File: config.mk
export PLATFORM = sky130hd
export DESIGN_NAME = round_robin_schedule_metrics_top
export DESIGN_NICKNAME = d
export VERILOG_FILES = /design/src/hdl/rrsm_pkg.sv /design/src/hdl/rrsm_ram.sv /design/src/hdl/round_robin_schedule_metrics_top.sv
export SDC_FILE = /design/constraint.sdc
export NUM_CORES = 2
export LEC_CHECK = 0
export ABC_CLOCK_PERIOD_IN_PS = 12800
export BUFFER_PORTS_ARGS = -buffer_cell sky130_fd_sc_hd__buf_2
export CORE_AREA = 2 2 399 401
export CTS_BUF_LIST = sky130_fd_sc_hd__clkbuf_2 sky130_fd_sc_hd__clkbuf_4 sky130_fd_sc_hd__clkbuf_8
export DETAILED_ROUTE_END_ITERATION = 16
export DIE_AREA = 0 0 401 403
export PLACE_DENSITY = 0.65
export SLEW_MARGIN = 5
export SYNTH_ARGS = -nofsm -noshare
export SYNTH_HDL_FRONTEND = slang
export SYNTH_SLANG_ARGS = --single-unit
File: constraint.sdc
create_clock -name clk -period 12.8 [get_ports clk]
set_input_delay 0.64 -clock clk [delete_from_list [all_inputs] [get_ports clk]]
set_output_delay 0.64 -clock clk [all_outputs]
set_load 0.02 [all_outputs]
File: src/hdl/rrsm_pkg.sv
// rrsm_pkg: shared types and constants for the round-robin scheduler.
// Used by the top module and the checker; depends on nothing.
package rrsm_pkg;

  localparam int MAX_JOBS = 16;                       // power of two
  localparam int IDX_W    = $clog2(MAX_JOBS);
  localparam int CNT_W    = IDX_W + 1;
  localparam int TIME_W   = 24;
  localparam int JN_W     = 5;

  localparam logic [1:0] REQ_LOAD  = 2'd0;
  localparam logic [1:0] REQ_RUN   = 2'd1;
  localparam logic [1:0] REQ_CLEAR = 2'd2;
  localparam logic [1:0] REQ_RSVD  = 2'd3;

  typedef enum logic [2:0] {
    ST_LOADED = 3'd0,
    ST_SLICE  = 3'd1,
    ST_FULL   = 3'd2,
    ST_ZERO   = 3'd3,
    ST_NONE   = 3'd4
  } status_t;

  typedef enum logic [3:0] {
    S_IDLE, S_LD_CHK, S_LD_WR, S_RG_SWEEP, S_FS_CHK, S_HD_WAIT,
    S_EN_WAIT, S_EN_UPD, S_AR_CHK, S_FIN, S_OUT
  } fsm_t;

  typedef struct packed {
    logic [15:0]       arrival;
    logic [15:0]       burst;
    logic [15:0]       remaining;
    logic [JN_W-1:0]   id;
    logic [TIME_W-1:0] response;
  } job_t;

  typedef struct packed {
    status_t           status;
    logic [JN_W-1:0]   job_number;
    logic [TIME_W-1:0] slice_end_time;
    logic              job_finished;
    logic [TIME_W-1:0] finish_time;
    logic [TIME_W-1:0] tat_span;
    logic [TIME_W-1:0] wait_span;
    logic [TIME_W-1:0] resp_span;
    logic              all_done;
  } res_t;

endpackage

File: src/hdl/rrsm_ram.sv
// rrsm_ram: simple dual-port synchronous RAM, one write and one registered read.
// Generic; no package dependency.
module rrsm_ram #(
  parameter int WIDTH = 8,
  parameter int DEPTH = 16,
  parameter int AW    = $clog2(DEPTH)
) (
  input  logic             clk,
  input  logic             we,
  input  logic [AW-1:0]    waddr,
  input  logic [WIDTH-1:0] wdata,
  input  logic [AW-1:0]    raddr,
  output logic [WIDTH-1:0] rdata
);
  logic [WIDTH-1:0] mem [DEPTH];

  always_ff @(posedge clk) begin
    if (we) begin
      mem[waddr] <= wdata;
    end
    rdata <= mem[raddr];
  end
endmodule

File: src/hdl/round_robin_schedule_metrics_top.sv
// Round-robin scheduler top: control sequencer, job table RAM and ready ring RAM.
// Depends on rrsm_pkg and rrsm_ram.
//
// Usage: requests enter on the s_ channel (tuser = request type, tdata = arrival
// and burst), one result per request leaves on the m_ channel (tuser = status).
// time_quantum is written over the APB port; the user must write it only while
// the block is idle, which the block itself does not enforce. A load shifts the
// sorted job table one entry per cycle and then sweeps the 16-entry ready ring,
// the sweep skipped when the ring is empty.
// A run reads the ring head and the job entry, updates it, then scans the
// job table for new arrivals one entry per cycle; when the ring was empty,
// it first scans the table for a job not yet queued.
// Rejected, clear and empty requests go straight to the output state.
// One request is worked on at a time; the table RAM port sets the pace.
// The result sits in an output register; the next request is taken while it
// waits, and its own result holds in the sequencer until the register frees.
// Reset clears counters, time, ring pointers and the per-job flags; the RAM
// contents need no clearing since entries are written before they are read.
module round_robin_schedule_metrics_top
  import rrsm_pkg::*;
(
  input  logic         clk,
  input  logic         rst,
  input  logic         s_tvalid,
  output logic         s_tready,
  input  logic [31:0]  s_tdata,   // arrival_time[15:0], burst_time[31:16]
  input  logic [1:0]   s_tuser,   // req_type[1:0]
  output logic         m_tvalid,
  input  logic         m_tready,
  // job_number[4:0], slice_end_time[28:5], job_finished[29],
  // finish_time[53:30], tat_span[77:54], wait_span[101:78],
  // resp_span[125:102], all_done[126], zero[127]
  output logic [127:0] m_tdata,
  output logic [2:0]   m_tuser,   // status[2:0]
  input  logic         psel,
  input  logic         penable,
  input  logic         pwrite,
  input  logic [2:0]   paddr,
  input  logic [31:0]  pwdata,
  output logic [31:0]  prdata,
  output logic         pready
);

  fsm_t state, state_next;

  logic [15:0]         time_quantum;
  logic [15:0]         arr_in, arr_in_next;
  logic [15:0]         bur_in, bur_in_next;
  logic [IDX_W-1:0]    ld_p, ld_p_next;
  logic [CNT_W-1:0]    sweep_k, sweep_k_next;
  logic [CNT_W-1:0]    scan_i, scan_i_next;
  logic [IDX_W-1:0]    idx, idx_next;
  job_t                entry, entry_next;
  logic [IDX_W-1:0]    ring_head, ring_head_next;
  logic [CNT_W-1:0]    ring_count, ring_count_next;
  logic [CNT_W-1:0]    jobs_loaded, jobs_loaded_next;
  logic [CNT_W-1:0]    jobs_completed, jobs_completed_next;
  logic [TIME_W-1:0]   now_time, now_time_next;
  logic [MAX_JOBS-1:0] started, started_next;
  logic [MAX_JOBS-1:0] queued, queued_next;
  res_t                res, res_next, out_res;

  logic                tab_we;
  logic [IDX_W-1:0]    tab_waddr, tab_raddr;
  job_t                tab_wdata, tab_rdata;
  logic                ring_we;
  logic [IDX_W-1:0]    ring_waddr, ring_raddr, ring_wdata, ring_rdata;

  logic                accept, out_free, scan_last, ld_shift, fs_hit, all_done_now;
  logic [IDX_W-1:0]    si;
  logic [15:0]         slice;
  logic [TIME_W:0]     t_sum;
  logic [TIME_W-1:0]   now_upd, tat, arr_ext;
  job_t                upd;

  rrsm_ram #(.WIDTH($bits(job_t)), .DEPTH(MAX_JOBS)) u_tab (
    .clk(clk), .we(tab_we), .waddr(tab_waddr), .wdata(tab_wdata),
    .raddr(tab_raddr), .rdata(tab_rdata)
  );

  rrsm_ram #(.WIDTH(IDX_W), .DEPTH(MAX_JOBS)) u_ring (
    .clk(clk), .we(ring_we), .waddr(ring_waddr), .wdata(ring_wdata),
    .raddr(ring_raddr), .rdata(ring_rdata)
  );

  assign s_tready  = (state == S_IDLE);
  assign accept    = s_tvalid && s_tready;
  assign out_free  = !m_tvalid || m_tready;
  assign si        = scan_i[IDX_W-1:0];
  assign scan_last = ((scan_i + CNT_W'(1)) >= jobs_loaded);
  assign ld_shift  = (tab_rdata.arrival > arr_in);
  assign fs_hit    = !queued[si];
  assign all_done_now = (jobs_loaded != '0) && (jobs_completed >= jobs_loaded);

  // slice arithmetic on the fetched entry
  always_comb begin
    upd     = entry;
    arr_ext = {8'd0, entry.arrival};
    if (!started[idx]) begin
      upd.response = (now_time >= arr_ext) ? now_time - arr_ext : '0;
    end
    slice = entry.remaining;
    if (time_quantum != '0 && slice > time_quantum) begin
      slice = time_quantum;
    end
    t_sum   = {1'b0, now_time} + {9'd0, slice};
    now_upd = t_sum[TIME_W] ? '1 : t_sum[TIME_W-1:0];
    upd.remaining = entry.remaining - slice;
    tat = now_time - arr_ext;
  end

  // next state
  always_comb begin
    state_next = state;
    unique case (state)
      S_IDLE: begin
        if (accept) begin
          state_next = S_OUT;
          if (s_tuser == REQ_LOAD) begin
            if (jobs_loaded < CNT_W'(MAX_JOBS) && s_tdata[31:16] != '0) begin
              state_next = (jobs_loaded == '0) ? S_LD_WR : S_LD_CHK;
            end
          end else if (s_tuser == REQ_RUN && jobs_completed < jobs_loaded) begin
            state_next = (ring_count == '0) ? S_FS_CHK : S_HD_WAIT;
          end
        end
      end
      S_LD_CHK:   state_next = (ld_shift && ld_p > IDX_W'(1)) ? S_LD_CHK : S_LD_WR;
      S_LD_WR:    state_next = (ring_count == '0) ? S_OUT : S_RG_SWEEP;
      S_RG_SWEEP: state_next = (sweep_k == CNT_W'(MAX_JOBS)) ? S_OUT : S_RG_SWEEP;
      S_FS_CHK: begin
        if (fs_hit)         state_next = S_EN_UPD;
        else if (scan_last) state_next = S_OUT;
      end
      S_HD_WAIT:  state_next = S_EN_WAIT;
      S_EN_WAIT:  state_next = S_EN_UPD;
      S_EN_UPD:   state_next = S_AR_CHK;
      S_AR_CHK:   state_next = scan_last ? S_FIN : S_AR_CHK;
      S_FIN:      state_next = S_OUT;
      S_OUT:      state_next = out_free ? S_IDLE : S_OUT;
      default:    state_next = S_IDLE;
    endcase
  end

  // datapath and memory ports
  always_comb begin
    arr_in_next = arr_in;
    bur_in_next = bur_in;
    ld_p_next = ld_p;
    sweep_k_next = sweep_k;
    scan_i_next = scan_i;
    idx_next = idx;
    entry_next = entry;
    ring_head_next = ring_head;
    ring_count_next = ring_count;
    jobs_loaded_next = jobs_loaded;
    jobs_completed_next = jobs_completed;
    now_time_next = now_time;
    started_next = started;
    queued_next = queued;
    res_next = res;
    tab_we = 1'b0;
    tab_waddr = ld_p;
    tab_wdata = tab_rdata;
    tab_raddr = '0;
    ring_we = 1'b0;
    ring_waddr = ring_head + ring_count[IDX_W-1:0];
    ring_wdata = si;
    ring_raddr = ring_head;
    unique case (state)
      S_IDLE: begin
        if (accept) begin
          arr_in_next = s_tdata[15:0];
          bur_in_next = s_tdata[31:16];
          res_next = '0;
          res_next.status = ST_NONE;
          res_next.all_done = all_done_now;
          ld_p_next = jobs_loaded[IDX_W-1:0];
          tab_raddr = jobs_loaded[IDX_W-1:0] - IDX_W'(1);
          scan_i_next = '0;
          if (s_tuser == REQ_LOAD) begin
            if (jobs_loaded >= CNT_W'(MAX_JOBS)) begin
              res_next.status = ST_FULL;
            end else if (s_tdata[31:16] == '0) begin
              res_next.status = ST_ZERO;
            end
          end else if (s_tuser == REQ_CLEAR) begin
            res_next.all_done = 1'b0;
            ring_head_next = '0;
            ring_count_next = '0;
            jobs_loaded_next = '0;
            jobs_completed_next = '0;
            now_time_next = '0;
            started_next = '0;
            queued_next = '0;
          end else if (s_tuser == REQ_RUN && ring_count == '0) begin
            tab_raddr = '0;
          end
        end
      end
      S_LD_CHK: begin
        if (ld_shift) begin
          tab_we = 1'b1;
          tab_waddr = ld_p;
          tab_wdata = tab_rdata;
          started_next[ld_p] = started[ld_p - IDX_W'(1)];
          queued_next[ld_p] = queued[ld_p - IDX_W'(1)];
          ld_p_next = ld_p - IDX_W'(1);
          tab_raddr = ld_p - IDX_W'(2);
        end
      end
      S_LD_WR: begin
        tab_we = 1'b1;
        tab_waddr = ld_p;
        tab_wdata.arrival = arr_in;
        tab_wdata.burst = bur_in;
        tab_wdata.remaining = bur_in;
        tab_wdata.id = JN_W'(jobs_loaded + CNT_W'(1));
        tab_wdata.response = '0;
        started_next[ld_p] = 1'b0;
        queued_next[ld_p] = 1'b0;
        jobs_loaded_next = jobs_loaded + CNT_W'(1);
        res_next = '0;
        res_next.status = ST_LOADED;
        res_next.job_number = JN_W'(jobs_loaded + CNT_W'(1));
        ring_raddr = '0;
        sweep_k_next = CNT_W'(1);
      end
      S_RG_SWEEP: begin
        // renumber ring slots at or above the insert point
        ring_raddr = sweep_k[IDX_W-1:0];
        sweep_k_next = sweep_k + CNT_W'(1);
        if (ring_rdata >= ld_p) begin
          ring_we = 1'b1;
          ring_waddr = sweep_k[IDX_W-1:0] - IDX_W'(1);
          ring_wdata = ring_rdata + IDX_W'(1);
        end
      end
      S_FS_CHK: begin
        // empty ring: the job found is pushed and popped at once
        if (fs_hit) begin
          if ({8'd0, tab_rdata.arrival} > now_time) begin
            now_time_next = {8'd0, tab_rdata.arrival};
          end
          queued_next[si] = 1'b1;
          ring_head_next = ring_head + IDX_W'(1);
          idx_next = si;
          entry_next = tab_rdata;
        end else begin
          scan_i_next = scan_i + CNT_W'(1);
          tab_raddr = si + IDX_W'(1);
        end
      end
      S_HD_WAIT: begin
        idx_next = ring_rdata;
        tab_raddr = ring_rdata;
        ring_head_next = ring_head + IDX_W'(1);
        ring_count_next = ring_count - CNT_W'(1);
      end
      S_EN_WAIT: begin
        entry_next = tab_rdata;
      end
      S_EN_UPD: begin
        entry_next = upd;
        started_next[idx] = 1'b1;
        now_time_next = now_upd;
        tab_we = 1'b1;
        tab_waddr = idx;
        tab_wdata = upd;
        scan_i_next = '0;
        tab_raddr = '0;
      end
      S_AR_CHK: begin
        if ({8'd0, tab_rdata.arrival} <= now_time && !queued[si]) begin
          queued_next[si] = 1'b1;
          if (ring_count < CNT_W'(MAX_JOBS)) begin
            ring_we = 1'b1;
            ring_count_next = ring_count + CNT_W'(1);
          end
        end
        scan_i_next = scan_i + CNT_W'(1);
        tab_raddr = si + IDX_W'(1);
      end
      S_FIN: begin
        res_next = '0;
        res_next.status = ST_SLICE;
        res_next.job_number = entry.id;
        res_next.slice_end_time = now_time;
        res_next.all_done = all_done_now;
        if (entry.remaining != '0) begin
          if (ring_count < CNT_W'(MAX_JOBS)) begin
            ring_we = 1'b1;
            ring_wdata = idx;
            ring_count_next = ring_count + CNT_W'(1);
          end
        end else begin
          jobs_completed_next = jobs_completed + CNT_W'(1);
          res_next.job_finished = 1'b1;
          res_next.finish_time = now_time;
          res_next.tat_span = tat;
          res_next.wait_span = (tat >= {8'd0, entry.burst}) ?
                               tat - {8'd0, entry.burst} : '0;
          res_next.resp_span = entry.response;
          res_next.all_done = (jobs_loaded != '0) &&
                              ((jobs_completed + CNT_W'(1)) >= jobs_loaded);
        end
      end
      S_OUT: begin
      end
      default: begin
      end
    endcase
  end

  always_ff @(posedge clk) begin
    if (rst) begin
      state <= S_IDLE;
      ring_head <= '0;
      ring_count <= '0;
      jobs_loaded <= '0;
      jobs_completed <= '0;
      now_time <= '0;
      started <= '0;
      queued <= '0;
      time_quantum <= '0;
      m_tvalid <= 1'b0;
    end else begin
      state <= state_next;
      ring_head <= ring_head_next;
      ring_count <= ring_count_next;
      jobs_loaded <= jobs_loaded_next;
      jobs_completed <= jobs_completed_next;
      now_time <= now_time_next;
      started <= started_next;
      queued <= queued_next;
      if (psel && penable && pwrite && pready && !paddr[2]) begin
        time_quantum <= pwdata[15:0];
      end
      if (state == S_OUT && out_free) begin
        m_tvalid <= 1'b1;
      end else if (m_tready) begin
        m_tvalid <= 1'b0;
      end
    end
  end

  always_ff @(posedge clk) begin
    arr_in <= arr_in_next;
    bur_in <= bur_in_next;
    ld_p <= ld_p_next;
    sweep_k <= sweep_k_next;
    scan_i <= scan_i_next;
    idx <= idx_next;
    entry <= entry_next;
    res <= res_next;
    if (state == S_OUT && out_free) begin
      out_res <= res;
    end
  end

  assign pready = 1'b1;
  assign prdata = !paddr[2] ? {16'd0, time_quantum} : '0;

  assign m_tuser = out_res.status;
  assign m_tdata = {1'b0, out_res.all_done, out_res.resp_span, out_res.wait_span,
                    out_res.tat_span, out_res.finish_time,
                    out_res.job_finished, out_res.slice_end_time, out_res.job_number};

endmodule

==> Yosys cells after proc, flatten, opt, wreduce, memory -nomap -nowiden <==
Memories as Yosys holds them, arrays and structs flattened. A register that Yosys moved wholly into a read port is not among the register bits.
Cells that the tools add are included.
{ "totals": {"mem_bits_rw": 1296, "mem_count": 2, "register_bits": 483, "out_inout_bits": 166, "in_bits": 76, "wordCells": 285} }
{ "op_classes": {"n_eq_ne": 24, "n_reduce_logical": 60, "bitwise_logic": 6, "mux": 114, "addsub": 18, "order_cmp": 22} }
{ "memory_table": {"columns": ["name", "words", "word_bits", "read_ports", "rd_ports_with_merged_regs", "write_ports", "line", "rtl"], "rows": [
  ["u_tab.mem", 16, 77, 1, 1, 1, "rrsm_ram.sv:15", "logic [WIDTH-1:0] mem [DEPTH];"],
  ["u_ring.mem", 16, 4, 1, 1, 1, "rrsm_ram.sv:15", null]
]} }
{ "op_table": {"columns": ["operator", "n"], "rows": [
  ["130-bit one-hot mux with 3 select lines", 1],
  ["77-bit one-hot mux with 3 select lines", 1],
  ["24-bit 2-to-1 mux", 9],
  ["77-bit one-hot mux with 2 select lines", 1],
  ["16-bit 2-to-1 mux", 9],
  ["130-bit 2-to-1 mux", 1],
  ["4-bit 2-to-1 mux", 28],
  ["98-bit 2-to-1 mux", 1],
  ["16-bit one-hot mux with 5 select lines", 1],
  ["77-bit 2-to-1 mux", 1],
  ["24-bit one-hot mux with 3 select lines", 1],
  ["16-bit one-hot mux with 4 select lines", 1],
  ["24-bit by 16-bit >= comparator with 1-bit output", 2],
  ["16-bit nonzero test", 3],
  ["24-bit by 16-bit subtractor with 24-bit output", 2],
  ["5-bit 2-to-1 mux", 9],
  ["4-bit one-hot mux with 11 select lines", 1],
  ["5-bit one-hot mux with 4 select lines", 2],
  ["16-bit AND", 2],
  ["16-bit bitwise mux", 2],
  ["16-bit > comparator", 2],
  ["16-bit OR", 2],
  ["4-bit one-hot mux with 2 select lines", 4],
  ["5-bit one-hot mux with 2 select lines", 3],
  ["other kinds (57)", 155]
]} }

==> Logic depth before layout (Yosys ltp) <==
{ "depth": {"word_depth": 8, "depth_mapped": 27, "depth_no_buf": 24} }

==> By module <==
From an unflattened synthesis, not the netlist that was laid out.
{ "unflattened": {"hier_cells": 4645, "hier_area_um2": 76782.4} }
{ "by_module_without_submodules": {"columns": ["module", "cells_per_inst", "seq_area_each_um2", "area_each_um2", "instances"], "rows": [
  ["rrsm_ram at u_tab", 1978, 38537.0, 47575.6, 1],
  ["round_robin_schedule_metrics_top", 2537, 13543.0, 26540.5, 1],
  ["rrsm_ram at u_ring", 130, 2001.9, 2666.3, 1]
]} }

==> Worst setup path after synthesis <==
OpenSTA, ideal clock, no wires.
{ "synth_path": {"path_type": "flip-flop to flip-flop", "start": "reg state[1]", "end": "reg res[0] (netlist bit), enable pin", "arrival_time_ns": 7.361, "path_slack_ns": 4.777, "path_buffers": 2, "path_stages_with_launch": 5, "setup_time_ns": 0.662, "t_required_ns": 12.138, "cell_sequence": "dfxtp_1 > clkbuf_1 > clkbuf_1 > o21ai_0 > a21oi_1"} }
{ "synth_between": {"elab_chain_cells": 4, "word_cells_on_any_way": 7} }
{ "synth_rtl": {"columns": ["item", "line", "rtl"], "rows": [
  ["from (decl)", "round_robin_schedule_metrics_top.sv:44", "fsm_t state, state_next;"],
  ["from (signal assigned)", "round_robin_schedule_metrics_top.sv:328", "state <= state_next;"],
  ["4-bit logical NOT", "round_robin_schedule_metrics_top.sv:86, round_robin_schedule_metrics_top.sv:170", null],
  ["1-bit logical AND", "round_robin_schedule_metrics_top.sv:87", "assign accept = s_tvalid && s_tready;"],
  ["2-bit by 1-bit != test with 1-bit output (no source line)", null, null],
  ["2-bit AND reduction (no source line) (*)", null, null],
  ["to (signal assigned)", "round_robin_schedule_metrics_top.sv:355", "res <= res_next;"],
  ["to (decl)", "round_robin_schedule_metrics_top.sv:61", "res_t res, res_next, out_res;"]
]} }
Mark *: on every way between the ends. The rest lies on a longest branch, timed or not.
A chain may end at the register's enable or synchronous reset.

==> Final worst setup path <==
{ "layout_path": {"start": "reg entry[34] (netlist bit)", "end": "reg now_time[0]"} }
{ "layout_between": {"elab_chain_cells": 6} }
{ "layout_rtl": {"columns": ["item", "line", "rtl"], "rows": [
  ["from (decl)", "round_robin_schedule_metrics_top.sv:53", "job_t entry, entry_next;"],
  ["from (signal assigned)", "round_robin_schedule_metrics_top.sv:354", "entry <= entry_next;"],
  ["16-bit > comparator", "round_robin_schedule_metrics_top.sv:103", "if (time_quantum != '0 && slice > time_quantum) begin"],
  ["1-bit logical AND", "round_robin_schedule_metrics_top.sv:103", null],
  ["16-bit 2-to-1 mux (*)", "round_robin_schedule_metrics_top.sv:103", null],
  ["24-bit by 16-bit adder with 25-bit output (*)", "round_robin_schedule_metrics_top.sv:106", "t_sum = {1'b0, now_time} + {9'd0, slice};"],
  ["24-bit 2-to-1 mux (*)", "round_robin_schedule_metrics_top.sv:107", "now_upd = t_sum[TIME_W] ? '1 : t_sum[TIME_W-1:0];"],
  ["24-bit one-hot mux with 3 select lines (*)", "round_robin_schedule_metrics_top.sv:170", "unique case (state)"],
  ["to (signal assigned)", "round_robin_schedule_metrics_top.sv:333", "now_time <= now_time_next;"],
  ["to (decl)", "round_robin_schedule_metrics_top.sv:58", "logic [TIME_W-1:0] now_time, now_time_next;"]
]} }
Marks and branches as above.

==> results_dict.tcl <==
set metrics [dict create \
    maxCapViolations 0 \
    stdcell_area_um2 88200 \
    synthAdderAreaFrac_pct 2.67 \
    clkSinkCount 1860 \
    cp_max_fo 20 \
    yosys.area_share.simple_pct 8.47 \
    p_per_area_nw_per_um2 240 \
    synthXorXnorAreaFrac_pct 0.898 \
    yosysUniqueCellTypes 88 \
    core-area_um2 157000 \
    cts_buffers 311 \
    antenna_left 0 \
    crit_chain "ha_1 > a21o_1 > a21o_1 > a21oi_1 > nor2_1 > a2111oi_0 > a21oi_2 > buf_4 > o21ai_0 > ha_1 > inv_1 > fa_1 > nor2b_1 > o21ai_0 > a21boi_0 > o21ai_0 > a211o_1 > nand3_1 > o21ai_0 > nor2_1 > nand4_1 > a21oi_1" \
    synth_warnings 0 \
    finalCritPeriodShare_pct 51.1 \
    post_cts_resized 0 \
    clkTransAtPathRegs_ns 0.06 \
    reg2regPathDepth 22 \
    worstMarginPinSlew_ns 1.31 \
    async_reset_ff_share_pct 0 \
    start_util_pct 49.5 \
    crit_end "now_time[0]" \
    arrival_ns 7.48 \
    track_usage_pct 27.2 \
    critPathSlowestCell "nand4_1" \
    crit_type "flop to flop" \
    fin_crit_ns 6.54 \
    yosysSeqAreaShare_pct 69.3 \
    drc 0 \
    dp.cells 7740 \
    synth_flop_cell "edfxtp_1" \
    synth_seq_cells 1860 \
    synth_cells 5662 \
    fmax_ghz 0.153 \
    fin_cells 8340 \
    r2r-end "now_time[0]" \
    antenna_found_initial 19 \
    num_rows 146 \
    die_y_um 403 \
    gr-total-overflow 0 \
    hold_viol_final 0 \
    synthMuxAreaShare_pct 5.62 \
    numPortBuffers 205 \
    htreeDepth 5 \
    fill_cells 12600 \
    ff_latch_area_um2 54100 \
    rsz0062_at_grt "no" \
    wl_per_cell_um 26.8 \
    area_growth_pct 13.0 \
    p_leak_nw 31.9 \
    fin_skew_ns 0.0607 \
    grt_max_degree 118 \
    clock_path_buffers 4 \
    syn_area_per_cell_um2 13.8 \
    worstPathRequired_ns 13.74 \
    cpMostUsedCell "o21ai_0" \
    final_common_cell "edfxtp_1" \
    io_pins 242 \
    cts_tree "done" \
    crit-reg2reg-launch "entry[34]" \
    vias_per_cell 6.02 \
    root_buffer "clkbuf_8" \
    hp-class "primary input to flop" \
    r2r_setup_slack_ns 6.26 \
    status "finished, final reports clean" \
    dr.pass1.iters 6 \
    die_w_um 401 \
    gp_congestion 0.933 \
    synth_top_family_by_area "compound AO/OA/AOI/OAI gates" \
    wl_mm 223 \
    synth_compound_area_share_pct 10.5 \
    fin_nets 6271 \
    dieArea_um2 162000 \
    ir_drop_uv 287 \
    multi_input_area_um2 22300 \
    worstSkewPairLatency_ns 1.05 \
    synth-edff-count 1683 \
    final_cell_mix "edfxtp_1 (1,683), nand2_1 (769), mux2i_1 (386)" \
    postPlaceCellArea_um2 81400 \
    drive_gt1_share_pct 14.9 \
    relSlewSlack_pct 12.6 \
    hpwl_mm 133 \
    total_power_w 0.0212 \
    routed-via-count 50200 \
    final_max_slew_viol_count 0 \
    setup_viol 0 \
    slowest_delay_ns 0.64 \
    synth_area_um2 78000 \
    cp-startpoint "entry[34]" \
    fin_util_pct 56.0 \
    grt_pass1_vias 48200 \
    cp-start-kind "flop" \
    end_kind "flop" \
    grt_pass1_wl_mm 324 \
    drt-initial-drc-count 5482 \
    final.setup.tns_ns 0 \
]
[sequential cells by signal, summed over array words and instances (netlist names), 24 cells and up]
name         count
u_tab.mem     1232
res            130
m_tdata        127
u_tab.rdata     77
u_ring.mem      64
entry           61
now_time        24
[cell families after synthesis]
family	count (synthesis)
flip-flops	1860
AND/OR/NAND/NOR	1492
AO/OA/AOI/OAI	1169
buffers and inverters	480
multiplexers	416
adder cells (fa/ha/maj)	163
XOR/XNOR	80
other	2
[metrics by stage]
step	setup WS, ns	hold WS [ns]
after floorplan	4.78	0.400
after global placement	6.48	0.401
after detailed placement	6.44	0.405
after CTS	6.41	0.0203
after global routing	5.87	0.0901
final	6.26	0.120
[where the power goes]
part,total [W],leakage (nW),switching (W),internal (W)
clock,0.00528,3.29,0.00230,0.00298
combinational,0.00723,11.8,0.00491,0.00232
sequential,0.00868,16.9,0.000343,0.00834
[worst min path at each step]
stage	slack, ns	to	start	depth (start not counted)
2_1_floorplan	0.40	m_tdata[0]	res[122]	0
3_3_place_gp	0.40	m_tdata[54]	res[49]	0
3_5_place_dp	0.40	m_tdata[117]	res[16]	0
4_1_cts	0.02	state[2]	s_tvalid	5
5_1_grt	0.09	now_time[12]	rst	2
6_report	0.12	state[2]	s_tvalid	5
[repair_timing]
action	CTS	global route
hold buffers	49	0
hold endpoints to repair	49	0
setup endpoints to repair	0	0
setup buffers	0	0
[cell type report]
cell class	instances	share of cell area [%]
flip-flops and latches	1860	61.3
multi-input cells	3338	25.3
clock buffers	458	6.27
well taps	2072	2.94
repair buffers	367	2.70
clock inverters	83	0.762
inverters	154	0.656
diodes	8	0.0227
[synth_stat cells, types with 86 or more instances]
cell      count  area, um2
nand2_1     769       2890
o22ai_1     152        951
edfxtp_1   1683      50500
a32o_1       86        861
a21o_1       93        698
a21oi_1     218       1090
clkbuf_1    205        769
o21ai_0     109        546
ha_1        157       1960
a31oi_1     183       1140
mux2i_1     386       3860
dfxtp_1     177       3540
nor2_1      313       1170
inv_1       154        578
[critical path: cells and delay by family, from the launching register on]
kind | cells | cell delay [ns]
AOI/OAI and AO/OA | 12 | 3.13
and+or+nand+nor | 5 | 1.37
adders and majority gates | 3 | 1.08
DFF | 1 | 0.54
buffers and inverters | 2 | 0.31
[per-layer routing]
metal,vias to the layer above,global-route usage (%),routed length (um)
met2,2443,43.0,104000
met5,-,0,84
met4,14,9.35,6650
met3,405,4.74,19300
met1,25100,38.1,93200
li1,22300,-,-
Power figures use the tool's default switching activity.
